===== src/rtl/ldnd_pkg.sv =====
package ldnd_pkg;

	localparam int SAMPLE_W = 10;
	localparam int ACC_W    = 12;
	localparam int LEVEL_W  = 10;
	localparam int PHASE_W  = 2;
	localparam int REG_IDX_W = 2;

	localparam logic [ACC_W-1:0] ACC_RESET = 12'd600;
	localparam logic [SAMPLE_W-1:0] DAY_THRESHOLD_RESET = 10'd160;
	localparam logic [SAMPLE_W-1:0] DAY_HYSTERESIS_RESET = 10'd20;

	localparam logic [REG_IDX_W-1:0] REG_DAY_THRESHOLD       = 2'd0;
	localparam logic [REG_IDX_W-1:0] REG_DAY_HYSTERESIS      = 2'd1;
	localparam logic [REG_IDX_W-1:0] REG_CHARGE_FORCES_NIGHT = 2'd2;

	typedef logic [SAMPLE_W-1:0] sample_t;
	typedef logic [ACC_W-1:0] acc_t;

	// Leak a quarter of the accumulator, then add one sample.
	function automatic acc_t leak_add(input acc_t acc, input sample_t sample);
		logic [ACC_W:0] sum;
		begin
			sum = {1'b0, acc - {2'b00, acc[ACC_W-1:2]}} + {{(ACC_W+1-SAMPLE_W){1'b0}}, sample};
			leak_add = sum[ACC_W-1:0];
		end
	endfunction

endpackage


===== src/rtl/light_day_night_detector.sv =====
// A beat accepted from the poll channel sits in the input register, and its result is loaded into
// the result register when that register is empty or being drained.
// One poll per cycle while in_stall is low; the detector state updates as each beat leaves stage 1.
// Reset (arst_n low, asynchronous): accumulator 600, warm-up phase init, night set,
// threshold 160, hysteresis 20, charge override off, both pipeline registers empty.
module light_day_night_detector (
	input  logic                          clk,
	input  logic                          arst_n,
	// configuration write port
	input  logic                          cfg_write_en,
	input  logic [ldnd_pkg::REG_IDX_W-1:0] cfg_index,
	input  logic [ldnd_pkg::SAMPLE_W-1:0]  cfg_data,
	// poll input channel
	input  logic                          in_valid,
	output logic                          in_stall,
	input  logic [ldnd_pkg::SAMPLE_W-1:0]  sample_a,
	input  logic [ldnd_pkg::SAMPLE_W-1:0]  sample_b,
	input  logic [ldnd_pkg::SAMPLE_W-1:0]  sample_c,
	input  logic [ldnd_pkg::SAMPLE_W-1:0]  sample_d,
	input  logic                          charging,
	// result channel
	output logic                          out_valid,
	input  logic                          out_stall,
	output logic                          night,
	output logic [ldnd_pkg::LEVEL_W-1:0]   light_level
);
	import ldnd_pkg::*;

	// warm-up phase codes; the unused code behaves as ready
	localparam logic [PHASE_W-1:0] PHASE_INIT      = 2'd0;
	localparam logic [PHASE_W-1:0] PHASE_DECREASED = 2'd1;
	localparam logic [PHASE_W-1:0] PHASE_READY     = 2'd2;

	// configuration registers
	logic [SAMPLE_W-1:0] day_threshold_q;
	logic [SAMPLE_W-1:0] day_hysteresis_q;
	logic                charge_forces_night_q;

	// detector state
	acc_t               acc_q;
	logic [PHASE_W-1:0] phase_q;
	logic               night_q;

	// input register (stage 1)
	logic    valid_s1;
	sample_t sample_a_s1, sample_b_s1, sample_c_s1, sample_d_s1;
	logic    charging_s1;

	// result register (stage 2)
	logic               valid_s2;
	logic               night_s2;
	logic [LEVEL_W-1:0] level_s2;

	// next-state logic
	logic               advance;
	logic               forced;
	acc_t               acc_next;
	logic [PHASE_W-1:0] phase_next;
	logic               night_next;
	logic [LEVEL_W-1:0] level_new;
	logic [SAMPLE_W:0]  day_upper;

	// Move the stage-1 beat into the result register whenever that register is free or
	// being drained this cycle; take a new beat whenever stage 1 is empty or moving.
	assign advance  = valid_s1 && (!valid_s2 || !out_stall);
	assign in_stall = valid_s1 && !advance;

	assign forced    = charge_forces_night_q && charging_s1;
	assign day_upper = {1'b0, day_threshold_q} + {1'b0, day_hysteresis_q};

	always_comb begin
		acc_next   = acc_q;
		phase_next = phase_q;
		night_next = night_q;
		level_new  = '0;
		if (forced) begin
			// hold level and warm-up, force night
			night_next = 1'b1;
		end else begin
			// four leaky updates in sample order
			acc_next  = leak_add(leak_add(leak_add(leak_add(acc_q, sample_a_s1),
				sample_b_s1), sample_c_s1), sample_d_s1);
			level_new = acc_next[ACC_W-1:2];
			if (!phase_q[1]) begin
				// warming up: wait for a fall, then a rise
				if (acc_next < acc_q)
					phase_next = PHASE_DECREASED;
				if (acc_next > acc_q && phase_q == PHASE_DECREASED)
					phase_next = PHASE_READY;
			end else begin
				// hysteresis: clear above upper bound, set below threshold
				if (night_next && {1'b0, level_new} > day_upper)
					night_next = 1'b0;
				if (!night_next && level_new < day_threshold_q)
					night_next = 1'b1;
			end
		end
	end

	// configuration writes
	always_ff @(posedge clk or negedge arst_n) begin
		if (!arst_n) begin
			day_threshold_q       <= DAY_THRESHOLD_RESET;
			day_hysteresis_q      <= DAY_HYSTERESIS_RESET;
			charge_forces_night_q <= 1'b0;
		end else if (cfg_write_en) begin
			if (cfg_index == REG_DAY_THRESHOLD)
				day_threshold_q <= cfg_data;
			if (cfg_index == REG_DAY_HYSTERESIS)
				day_hysteresis_q <= cfg_data;
			if (cfg_index == REG_CHARGE_FORCES_NIGHT)
				charge_forces_night_q <= cfg_data[0];
		end
	end

	// detector state advances once per beat leaving stage 1
	always_ff @(posedge clk or negedge arst_n) begin
		if (!arst_n) begin
			acc_q   <= ACC_RESET;
			phase_q <= PHASE_INIT;
			night_q <= 1'b1;
		end else if (advance) begin
			acc_q   <= acc_next;
			phase_q <= phase_next;
			night_q <= night_next;
		end
	end

	// stage 1 control
	always_ff @(posedge clk or negedge arst_n) begin
		if (!arst_n) begin
			valid_s1 <= 1'b0;
		end else if (!in_stall) begin
			valid_s1 <= in_valid;
		end
	end

	// stage 1 payload: load on accept only
	always_ff @(posedge clk) begin
		if (in_valid && !in_stall) begin
			sample_a_s1 <= sample_a;
			sample_b_s1 <= sample_b;
			sample_c_s1 <= sample_c;
			sample_d_s1 <= sample_d;
			charging_s1 <= charging;
		end
	end

	// stage 2 control
	always_ff @(posedge clk or negedge arst_n) begin
		if (!arst_n) begin
			valid_s2 <= 1'b0;
		end else if (advance) begin
			valid_s2 <= 1'b1;
		end else if (!out_stall) begin
			valid_s2 <= 1'b0;
		end
	end

	// stage 2 payload; a forced beat reports the held level
	always_ff @(posedge clk) begin
		if (advance) begin
			night_s2 <= night_next;
			level_s2 <= acc_next[ACC_W-1:2];
		end
	end

	assign out_valid   = valid_s2;
	assign night       = night_s2;
	assign light_level = level_s2;

	// once ready, the warm-up never restarts
	a_ready_sticks: assert property (@(posedge clk) disable iff (!arst_n)
		phase_q == PHASE_READY |=> phase_q == PHASE_READY)
		else $error("warm-up phase left ready");

	// state moves only with a beat leaving stage 1
	a_state_holds: assert property (@(posedge clk) disable iff (!arst_n)
		!advance |=> $stable(acc_q) && $stable(phase_q) && $stable(night_q))
		else $error("detector state changed without a beat");

	// forced night keeps level and warm-up
	a_forced_night: assert property (@(posedge clk) disable iff (!arst_n)
		advance && forced |=> night_q && $stable(acc_q) && $stable(phase_q))
		else $error("forced night disturbed level or warm-up");

	// no decision during warm-up
	a_warmup_no_decision: assert property (@(posedge clk) disable iff (!arst_n)
		advance && (phase_q == PHASE_INIT || phase_q == PHASE_DECREASED) && !forced
		|=> $stable(night_q))
		else $error("night flag changed during warm-up");

	// result register reports the state just committed
	a_result_matches_state: assert property (@(posedge clk) disable iff (!arst_n)
		advance |=> night_s2 == night_q && level_s2 == acc_q[ACC_W-1:2])
		else $error("result does not match detector state");

endmodule

===== config.mk =====
export PLATFORM = sky130hd
export DESIGN_NAME = light_day_night_detector
export DESIGN_NICKNAME = d
export VERILOG_FILES = /design/src/rtl/ldnd_pkg.sv /design/src/rtl/light_day_night_detector.sv
export SDC_FILE = /design/constraint.sdc
export NUM_CORES = 1
export LEC_CHECK = 0
export BUFFER_PORTS_ARGS = -buffer_cell sky130_fd_sc_hd__buf_4
export CORE_ASPECT_RATIO = 0.5
export CORE_MARGIN = 1
export CORE_UTILIZATION = 37
export CTS_BUF_LIST = sky130_fd_sc_hd__clkbuf_8
export DETAILED_ROUTE_END_ITERATION = 12
export GPL_TIMING_DRIVEN = 1
export HOLD_SLACK_MARGIN = 0.06
export PLACE_DENSITY_LB_ADDON = 0.12
export SYNTH_ARGS = -nofsm -noshare
export SYNTH_HDL_FRONTEND = slang
export SYNTH_SLANG_ARGS = --single-unit

===== constraint.sdc =====
create_clock -name clk -period 28.2 [get_ports clk]
set_input_delay 1.41 -clock clk [delete_from_list [all_inputs] [get_ports clk]]
set_output_delay 1.41 -clock clk [all_outputs]
set_load 0.02 [all_outputs]

== Yosys cells after proc, flatten, opt, wreduce, memory -nomap -nowiden ==
Index checks and enable logic that the tools add are counted.
Storage, ports and cells
  bits in registers: 90
  output and inout bits: 13
  logic and storage cells: 68
Operators by class
  add/subtract/negate cells: 9
  $lt $le $gt $ge: 4
  equality and inequality tests: 4
  muxes and demuxes: 12
  bitwise logic cells: 2
  reduce and logical (&&, ||, !) cells: 20
Operators with widths (number)
  adder 12 x 10 -> 12 bit: 4
  subtractor 12 x 10 -> 12 bit: 4
  > comparator 12 bit: 1
  < comparator 12 bit: 1
  2-to-1 mux 12 bit: 1
  adder 10 x 10 -> 11 bit: 1
  > comparator 10 x 11 -> 1 bit: 1
  < comparator 10 bit: 1
  2-to-1 mux 1 bit: 9
  AND reduction 2 bit: 4
  logical AND 1 bit: 7
  zero test 1 bit: 5
  equality test 2 x 1 -> 1 bit (second input constant): 2
  2-to-1 mux 2 bit: 2
  AND reduction 4 bit: 1
  equality test 2 bit (second input constant): 1
  zero test 2 bit: 1
  != test 2 x 1 -> 1 bit (second input constant): 1
  inverter 1 bit: 2
  nonzero test 2 bit: 1
  logical OR 1 bit: 1

== Logic depth before layout (Yosys ltp) ==
Gate-level depths: netlist (run 1).
  depth after elaboration: 18
  gate-level depth with buffers: 44
  gate-level depth less buffers: 44

== Worst setup path before layout (run 1) ==
OpenSTA, ideal clock, no wires.
  path type: reg2reg
  from: register acc_q[4]
  to: register night_s2 (netlist: night) (data pin)
  setup time: 0.265 ns
  arrival time: 8.812 ns
  required time: 27.935 ns
  slack: 19.123 ns
  stages on the path, launching flop included: 38
  buffers on the path: 0
  cell sequence: dfstp_2 > inv_1 > fa_1 > inv_1 > ha_1 > nor3_1 > nor2_1 > a31oi_1 > o21bai_1 > a21oi_1 > xor2_1 > fa_1 > ha_1 > nor3_1 > o2111ai_1 > a31o_1 > a21oi_1 > xor2_1 > [2 not listed] > ha_1 > and3_1 > a2111oi_2 > o21bai_1 > xnor2_2 > xnor2_1 > fa_1 > ha_1 > or3_1 > o211ai_1 > xor2_1 > xnor3_2 > ha_1 > nor2_1 > a2111oi_0 > o21a_1 > a21boi_0 > o21ai_0
Between the ends
  word-level cells in the longest chain between the ends: 18
  elaborated cells between the ends (all ways): 19
RTL lines
  start: declaration: RTL line light_day_night_detector.sv:40  | acc_t acc_q;
  start signal: assignment: RTL line light_day_night_detector.sv:123  | acc_q <= acc_next;
  subtractor 12 x 10 -> 12 bit (*): RTL line ldnd_pkg.sv:24  | sum = {1'b0, acc - {2'b00, acc[ACC_W-1:2]}} + {{(ACC_W+1-SAMPLE_W){1'b0}}, sample};
  adder 12 x 10 -> 12 bit (*): RTL line ldnd_pkg.sv:24
  subtractor 12 x 10 -> 12 bit (*): RTL line ldnd_pkg.sv:24
  adder 12 x 10 -> 12 bit (*): RTL line ldnd_pkg.sv:24
  subtractor 12 x 10 -> 12 bit (*): RTL line ldnd_pkg.sv:24
  adder 12 x 10 -> 12 bit (*): RTL line ldnd_pkg.sv:24
  subtractor 12 x 10 -> 12 bit (*): RTL line ldnd_pkg.sv:24
  adder 12 x 10 -> 12 bit (*): RTL line ldnd_pkg.sv:24
  [3 not listed]
  2-to-1 mux 1 bit: RTL line light_day_night_detector.sv:84  | if (!phase_q[1]) begin
  2-to-1 mux 1 bit: RTL line light_day_night_detector.sv:76  | if (forced) begin
  zero test 1 bit: RTL line light_day_night_detector.sv:94  | if (!night_next && level_new < day_threshold_q)
  logical AND 1 bit: RTL line light_day_night_detector.sv:94
  2-to-1 mux 1 bit (*): RTL line light_day_night_detector.sv:94
  2-to-1 mux 1 bit (*): RTL line light_day_night_detector.sv:84
  2-to-1 mux 1 bit (*): RTL line light_day_night_detector.sv:76
  via night_next: RTL line light_day_night_detector.sv:59  | logic night_next;
  end signal: assignment: RTL line light_day_night_detector.sv:163  | night_s2 <= night_next;
  end: declaration: RTL line light_day_night_detector.sv:51  | logic night_s2;
Mark *: on every way through the listed nets, which the timed path passes. The rest lies on a longest branch. The select of a mux whose other input is x is not followed.
A chain may end at the register's enable or synchronous reset.

== Worst setup path in the final report (run 1) ==
  from: register acc_q[3]
  to: register night_s2 (netlist: night) (data pin)
The elaborated chain is that of the path after synthesis.

==> summary.md, run 1 <==
| Metric | Value |
|---|---|
| Status | complete, no violations |
| Seq cells post-synth | 90 |
| Grt ovf | 0 |
| CTS Buf Count | 9 |
| PostCTS Resize Cnt | 0 |
| Vias in the first global route | about 5100 |
| Worst reg2reg path depth | 37 |
| Seq/Total Area, Yosys | 0.3493 |
| Reg2reg end | night |
| Clock sinks | 90 |
| Row count | 35 |
| Total Routed Length | 15.23 mm |
| Global-route wire length before repair | 25.03 mm |
| CP required | 28.36 ns |
| Die height | 100.8 µm |
| Number of hold violations in the final report | 0 |
| Post-synth top cells | inv_1 (110), ha_1 (89), edfxtp_1 (52) |
| Slowest CP cell | dfstp_2 |
| Slack of the critical path | 18.21 ns |
| Post-layout nets | between 900 and 1000 |
| Largest net degree at the start of global routing | between 40 and 50 |
| Initial antenna violation count | 0 |
| Fill cells | ~1800 |
| Setup_tns | 0 ns |
| # IOs | 71 |
| CP endpoint | night |
| Relative slew margins | 0.3266 |
| Global-route usage over all layers | 0.1654 |
| Syn Std Cell Area | between 7000 and 8000 µm² |
| Max-Cap Viols | 0 |
| EDFF count, synth | 52 |
| Post-DP HPWL | 12.29 mm |
| Core Area | 18740 µm² |
| H-Tree Depth | 3 |
| Slew Limit Fails | 0 |
| Yosys top cell area share | 0.2161 |
| IO Port Bufs | 70 |
| Critical path class | flip-flop to flip-flop |
| RSZ-0062 raised after global routing | no |
| Worst-path fanout max | 5 |
| Die area | 20130 µm² |
| Hold crit path type | flip-flop to flip-flop |
| TritonCTS clock tree | built |
| Worst Setup End Kind | flip-flop |
| FFs w/ async S/R, synth | 0.4222 |
| Diodes inserted | 0 |
| Total setup buffers inserted after CTS | 0 |
| Routed len/inst | 14.72 µm |
| Post-synthesis net count | 879 |
| Worst path max stage delay | 0.56 ns |
| DRC violations left | 0 |
| CP dominant cell by count | ha_1 |
| Share of cells above drive strength 1 | 0.1727 |
| Max Fclk | 0.1001 GHz |
| Netlist cell types | 58 |
| CTS Hold Bufs | 0 |
| Clk Latency, worst-skew pair | 0.41 ns |
| Area contributors post-synth | edfxtp_1 (22%), ha_1 (15%), fa_1 (11%), dfrtp_1 (10%), inv_1 (5.7%) |
| Post-Syn Instances | around 690 |
| Initial DRC count | 144 |
| Data arrival, critical path | a little over 10 ns |
| Area leader, netlist | edfxtp_1 |
| Setup Skew | approximately 0.019 ns |
| Area grow syn2layout | 15.24% |
| Prevailing post-synth register cell | edfxtp_1 |
| DR vias | 5023 |
| Setup slack after placement | 18.25 ns |
| Final setup vio count | 0 |
| 1st-pass router iterations | 5 |
| CTS root buf | clkbuf_8 |
| Fin crit share | 0.3543 |
| Initial Utilization | 0.3855 |
| Reg clk slew, reported paths | about 0.10 ns |
| Die width | roughly 200 µm |
| Start point of the critical path | acc_q[3] |
| Worst Max-Slew Pin Slew | 1.010 ns |
| Syn Area/Cell | 10.41 µm² |
| Cell with the most instances after synthesis | inv_1 |
| YS warnings | 0 |
| R2R Setup Slk | 18.21 ns |
| Reg2reg start | acc_q[3] |
| Detail Route Antenna Nets | 0 |
| Routed vias/inst | between 4 and 5 |
| Fin crit period | ~10 ns |
| Clock Tree Buf Depth | 2 |
| Gpl congestion | 0.7982 |
| Worst setup SP type | flip-flop |
worst max-delay path, delay by kind of cell, from the launching register on:
family	cells	cell delay (ns)
xor+xnor	7	1.91
simple gates	5	0.87
compound gates	15	3.09
fa+ha+maj	9	3.18
buf+inv	1	0.12
flops	1	0.56
cells in the final DEF, fill, tap and decap left out, types with 10 or more instances in the layout:
master and count:
nor3_1 16, o21ai_0 36, o21bai_1 11, a21o_1 15
mux2_2 22, buf_4 71, fa_1 38, inv_1 110
xor2_1 26, edfxtp_1 52, clkbuf_8 10, nor2_1 37
xnor2_1 21, o21a_1 11, dfrtp_1 29, a21oi_1 29
ha_1 89, a211oi_1 10, nand3_1 12, nand2_1 42
stage by stage:
stage / cells / hold WS, ns / util / cell area (µm²)
2_1_floorplan: 694 / 0.4574 / - / 7226
3_3_place_gp: 1019 / 0.4682 / 0.4306 / 8070
3_5_place_dp: 1019 / 0.4806 / 0.4306 / 8070
4_1_cts: 1035 / 0.4925 / 0.4443 / 8327
5_1_grt: 1035 / 0.5199 / 0.4443 / 8327
6_report: 1035 / 0.4842 / 0.4443 / 8327
cells by family after synthesis:
family,Yosys count,synth area share
buffers and inverters,115,0.05974
adders and majority gates,127,0.2594
DFF,90,0.3493
xor gates and xnor gates,50,0.06580
AOI/OAI and AO/OA,152,0.1420
muxes,22,0.03429
and+or+nand+nor,138,0.08953
metal layers:
layer  vias to the layer above  wire length (µm)  track usage
li1                       2582                 -            -
met1                      2385              7843       0.2265
met2                        41              6761       0.2596
met3                        15               466      0.04249
met4                         0               163      0.04404
met5                         -                 0            0
final cells by class:
type,instances,area [µm²],area share
Clock buffer,10,137.6,0.01653
Clock inverter,6,118.9,0.01427
Inverter,110,412.9,0.04959
Multi-Input combinational cell,489,4277,0.5136
Sequential cell,90,2524,0.3031
Tap cell,259,324.1,0.03892
Timing Repair Buffer,71,533.0,0.06401
worst min-delay path by stage:
stage              from        end  slack (ns)  cells after the start
2_1_floorplan  valid_s1  out_valid        0.46                      1
3_3_place_gp   valid_s1  out_valid        0.47                      1
3_5_place_dp   valid_s1  out_valid        0.48                      1
4_1_cts        valid_s1  out_valid        0.49                      1
5_1_grt        valid_s1  out_valid        0.52                      1
6_report       valid_s1  out_valid        0.48                      1
state kept, by name (all words and copies together), names as in the netlist:
name                   count
day_threshold_q           10
out_valid                  1
sample_a_s1               10
sample_b_s1               10
sample_d_s1               10
night_q                    1
light_level               10
charge_forces_night_q      1
phase_q                    2
day_hysteresis_q          10
acc_q                     12
valid_s1                   1
charging_s1                1
sample_c_s1               10
night                      1
Power of run 1 is left out: the tool's default activity adds up to more than one toggle a clock period on the data nets, which glitch-free logic cannot reach.
==> run 2: changes to the inputs <==
- clock period: 28.2 -> 8.8 ns (I/O delays scaled with it)
==> summary.md, run 2 (synthesized netlist as in run 1, its figures left out) <==
| Metric | Value |
|---|---|
| Most flops, register | acc_q |
| Worst reg2reg path depth | 38 |
| Setup Skew | 0.02318 ns |
| Clk Latency, worst-skew pair | 0.42 ns |
| Initial antenna violation count | 0 |
| Diodes inserted | 0 |
| Core Area | 18740 µm² |
| DRC violations left | 0 |
| Initial Utilization | 0.3855 |
| Die width | around 200 µm |
| CTS Buf Count | 9 |
| Slack of the critical path | -0.09379 ns |
| Die area | between 20000 and 25000 µm² |
| CP endpoint | night |
| Reg2reg start | acc_q[3] |
| Post-DP HPWL | 13.20 mm |
| Row count | 35 |
| Most common cell after layout, fill and taps aside | buf_4 |
| Core Util, Final | 0.5319 |
| Vias in the first global route | 5936 |
| Worst setup SP type | flip-flop |
| Reg clk slew, reported paths | 0.11 ns |
| Total Routed Length | about 17 mm |
| Worst-path fanout max | 4 |
| Fill cells | 1722 |
| # IOs | 71 |
| Clock Tree Buf Depth | 2 |
| IO Port Bufs | 70 |
| Start point of the critical path | acc_q[3] |
| Global-route usage over all layers | 0.1833 |
| Clock sinks | 90 |
| Most frequent cells in the layout | buf_4 (214), inv_1 (105), ha_1 (69) |
| Largest net degree at the start of global routing | 42 |
| Slew Limit Fails | 0 |
| Data arrival, critical path | 9.07 ns |
| Hold crit path type | input port to flip-flop |
| Fin crit period | 8.894 ns |
| Status | complete, but fails checks |
| Post-layout nets | 1103 |
| Slowest CP cell | dfstp_2 |
| Detail Route Antenna Nets | 0 |
| R2R Setup Slk | -0.09 ns |
| RSZ-0062 raised after global routing | yes |
| Max-Cap Viols | 0 |
| Gpl congestion | 0.8137 |
| Initial DRC count | around 210 |
| Routed len/inst | 14.43 µm |
| CTS root buf | clkbuf_8 |
| Grt ovf | 0 |
| Worst path max stage delay | 0.58 ns |
| Global-route wire length before repair | 28.03 mm |
| Die height | 100.8 µm |
| Share of cells above drive strength 1 | 0.3889 |
| Area grow syn2layout | 37.97% |
| Relative slew margins | 0.3029 |
| Critical path class | flip-flop to flip-flop |
| Fin crit share | 1.011 |
| DR vias | 5655 |
| Final setup vio count | 4 |
| Max Fclk | around 0.11 GHz |
| Worst Setup End Kind | flip-flop |
| Reg2reg end | night |
| Number of hold violations in the final report | 0 |
| 1st-pass router iterations | 4 |
| Routed vias/inst | 4.784 |
| Worst Max-Slew Pin Slew | around 1.0 ns |
| CP dominant cell by count | ha_4 |
| Max reg flops | 12 |
| Failing checks | negative setup slack |
| H-Tree Depth | 3 |
| CP required | 8.97 ns |
| TritonCTS clock tree | built |
## run 2: changes by cell type in the layout (fill, tap and decap cells not counted), moves of 5 or more
cell / delta
ha_2: +7
buf_4: +143
inv_1: -5
nor3_1: -7
o21ai_0: -8
ha_4: +13
inv_2: +5
a211oi_1: -6
nor3_2: +5
a21oi_1: -8
ha_1: -20
a21oi_2: +7
## run 2: metrics by stage
stage	area (µm²)	setup TNS, ns	cells	hold WS, ns	setup WS (ns)
6_report	9970	-0.2470	1182	0.1889	-0.09379
3_5_place_dp	9069	-2.298	1148	0.4505	-0.6807
5_1_grt	9970	-1.883	1182	0.1529	-0.5001
2_1_floorplan	7256	0	694	0.1444	0.02068
3_3_place_gp	9069	-1.645	1148	0.4502	-0.4669
4_1_cts	9706	-0.2041	1178	0.1578	-0.07599
## run 2: repair_timing
action,4_1_cts,5_1_grt
hold endpoints to repair,29,0
pin swaps,68,51
resized for setup,52,47
hold buffers,1,0
buffers inserted,13,4
cloned,0,0
setup endpoints to repair,4,4
## run 2: metal layers
layer  vias up  share of wire  global-route usage
met1      2706           0.50              0.2419
met2        69           0.46              0.2986
met5         -              0                   0
li1       2864              -                   -
met3        16          0.035             0.04751
met4         0          0.012             0.04932
## run 2: worst max-delay path, delay by kind of cell (launching register included)
family | cells | cell delay (ns)
AO/OA/AOI/OAI | 13 | 2.46
flip-flops | 1 | 0.58
AND/OR/NAND/NOR | 5 | 0.71
buffers and inverters | 4 | 0.50
XOR/XNOR | 7 | 1.41
adder cells (fa/ha/maj) | 9 | 3.00
## run 2: how the worst min path moves through the flow
stage                     start  slack [ns]  cells after the start             endpoint
floorplan                arst_n        0.14                      0             acc_q[0]
global placement         arst_n        0.45                      1  day_hysteresis_q[1]
detailed placement       arst_n        0.45                      1   day_threshold_q[1]
CTS                 sample_a[6]        0.16                      1       sample_a_s1[6]
global route        sample_d[6]        0.15                      1       sample_d_s1[6]
finish              sample_a[6]        0.19                      1       sample_a_s1[6]
## run 2: final cells by class
| class | count | area, µm² | area share |
|---|---|---|---|
| repair buffers | 218 | 1650 | 0.1655 |
| flip-flops and latches | 90 | 2524 | 0.2531 |
| well taps | 259 | 324.1 | 0.03251 |
| clock buffers | 10 | 137.6 | 0.01381 |
| clock inverters | 6 | 118.9 | 0.01192 |
| multi-input cells | 489 | 4802 | 0.4817 |
| inverters | 110 | 412.9 | 0.04142 |
Power of run 2 is left out for the same reason.
==> run 3: changes to the inputs <==
- clock period: 8.8 -> 10.8 ns (I/O delays scaled with it)
==> summary.md, run 3 (synthesized netlist as in run 1, its figures left out) <==
| Metric | Value |
|---|---|
| Status | complete, no violations |
| Data arrival, critical path | 10.16 ns |
| Routed vias/inst | 4.879 |
| Setup Skew | 0.01294 ns |
| Fin crit share | 0.9284 |
| Max-Cap Viols | 0 |
| Total Routed Length | 15.14 mm |
| Fill cells | 1835 |
| Post-layout nets | 956 |
| Reg clk slew, reported paths | 0.10 ns |
| Gpl congestion | 0.7981 |
| Row count | 35 |
| Most frequent cells in the layout | inv_1 (110), ha_1 (89), buf_4 (71) |
| CTS Buf Count | 9 |
| Core Area | 18740 µm² |
| Max Fclk | 0.09973 GHz |
| Most flops, register | acc_q |
| Worst path max stage delay | 0.54 ns |
| DRC violations left | 0 |
| Max reg flops | 12 |
| Die height | about 100 µm |
| Largest net degree at the start of global routing | 42 |
| Initial Utilization | 0.3855 |
| Clk Latency, worst-skew pair | 0.39 ns |
| Initial antenna violation count | 0 |
| Worst-path fanout max | 5 |
| Vias in the first global route | between 5000 and 6000 |
| Slack of the critical path | roughly 0.77 ns |
| Setup_tns | 0 ns |
| Global-route usage over all layers | 0.1609 |
| Die width | 199.6 µm |
| Worst Max-Slew Pin Slew | 1.028 ns |
| Reg area | 2524 µm² |
| Clock sinks | 90 |
| Grt ovf | 0 |
| Critical path class | flip-flop to flip-flop |
| Hold crit path type | input port to async pin |
| Worst setup SP type | flip-flop |
| 1st-pass router iterations | 4 |
| PostCTS Resize Cnt | 0 |
| Diodes inserted | 0 |
| Number of hold violations in the final report | 0 |
| CP dominant cell by count | ha_1 |
| Share of cells above drive strength 1 | 0.1727 |
| TritonCTS clock tree | built |
| Fin crit period | 10.03 ns |
| Most common cell after layout, fill and taps aside | inv_1 |
| Worst Setup End Kind | flip-flop |
| Relative slew margins | 0.3145 |
| Slowest CP cell | fa_1 |
| Buf/Inv on CP | 2 |
| CTS root buf | clkbuf_8 |
| H-Tree Depth | 3 |
| Die area | 20130 µm² |
| Initial DRC count | 184 |
| Slew Limit Fails | 0 |
| Clock Tree Buf Depth | 2 |
| Total setup buffers inserted after CTS | 0 |
| CTS Hold Bufs | 0 |
| Global-route wire length before repair | 24.56 mm |
| IO Port Bufs | 70 |
| Area grow syn2layout | 14.77% |
| RSZ-0062 raised after global routing | no |
| # IOs | 71 |
| Post-DP HPWL | 12.20 mm |
| DR vias | 5050 |
| CP required | 10.93 ns |
| Routed len/inst | 14.63 µm |
| Final setup vio count | 0 |
| Detail Route Antenna Nets | 0 |
| Setup slack after placement | between 0.8 and 0.9 ns |
| Multi-input logic area | about 4300 µm² |
| Crit path max-delay family | adder cells |
==> run 3: area by class of cell <==
| cell class | count | share of cell area |
|---|---|---|
| inverters | 110 | 0.04979 |
| clock inverters | 7 | 0.01192 |
| multi-input cells | 489 | 0.5157 |
| clock buffers | 9 | 0.01494 |
| well taps | 259 | 0.03908 |
| repair buffers | 71 | 0.06427 |
| flip-flops and latches | 90 | 0.3043 |
==> run 3: final timing paths <==
kind / from / to / slack, ns / depth (start not counted)
max: acc_q[2] / night / 0.77 / 38
min: arst_n / out_valid / 0.12 / 1
max reg2reg: acc_q[2] / night / 0.77 / 38
min reg2reg: valid_s1 / out_valid / 0.48 / 1
max in group asynchronous: arst_n / acc_q[9] / 10.31 / 1
min in group clk: sample_a[2] / sample_a_s1[2] / 0.32 / 1
==> run 3: layer usage <==
layer	global-route usage	wire length, µm	vias to the layer above
met5	0	0	-
met1	0.2198	7762	2400
met4	0.03347	121	0
met3	0.03479	469	10
met2	0.2626	6790	60
li1	-	-	2580
==> run 3: stage by stage <==
stage          std cells  hold WS, ns  area, µm²    util
6_report            1035       0.1202       8293  0.4425
5_1_grt             1035       0.1394       8293  0.4425
4_1_cts             1035       0.1189       8293  0.4425
3_5_place_dp        1019       0.4719       8070  0.4306
3_3_place_gp        1019       0.4682       8070  0.4306
2_1_floorplan        694       0.2444       7226       -
==> run 3: worst reg2reg max path: cells and delay by family (launching register included) <==
| kind | cells | cell delay [ns] |
|---|---|---|
| AO/OA/AOI/OAI | 15 | 2.99 |
| adder cells (fa/ha/maj) | 9 | 3.43 |
| AND/OR/NAND/NOR | 5 | 0.89 |
| XOR/XNOR | 7 | 1.93 |
| flip-flops | 1 | 0.41 |
| buffers and inverters | 2 | 0.15 |
Power of run 3 is left out for the same reason.
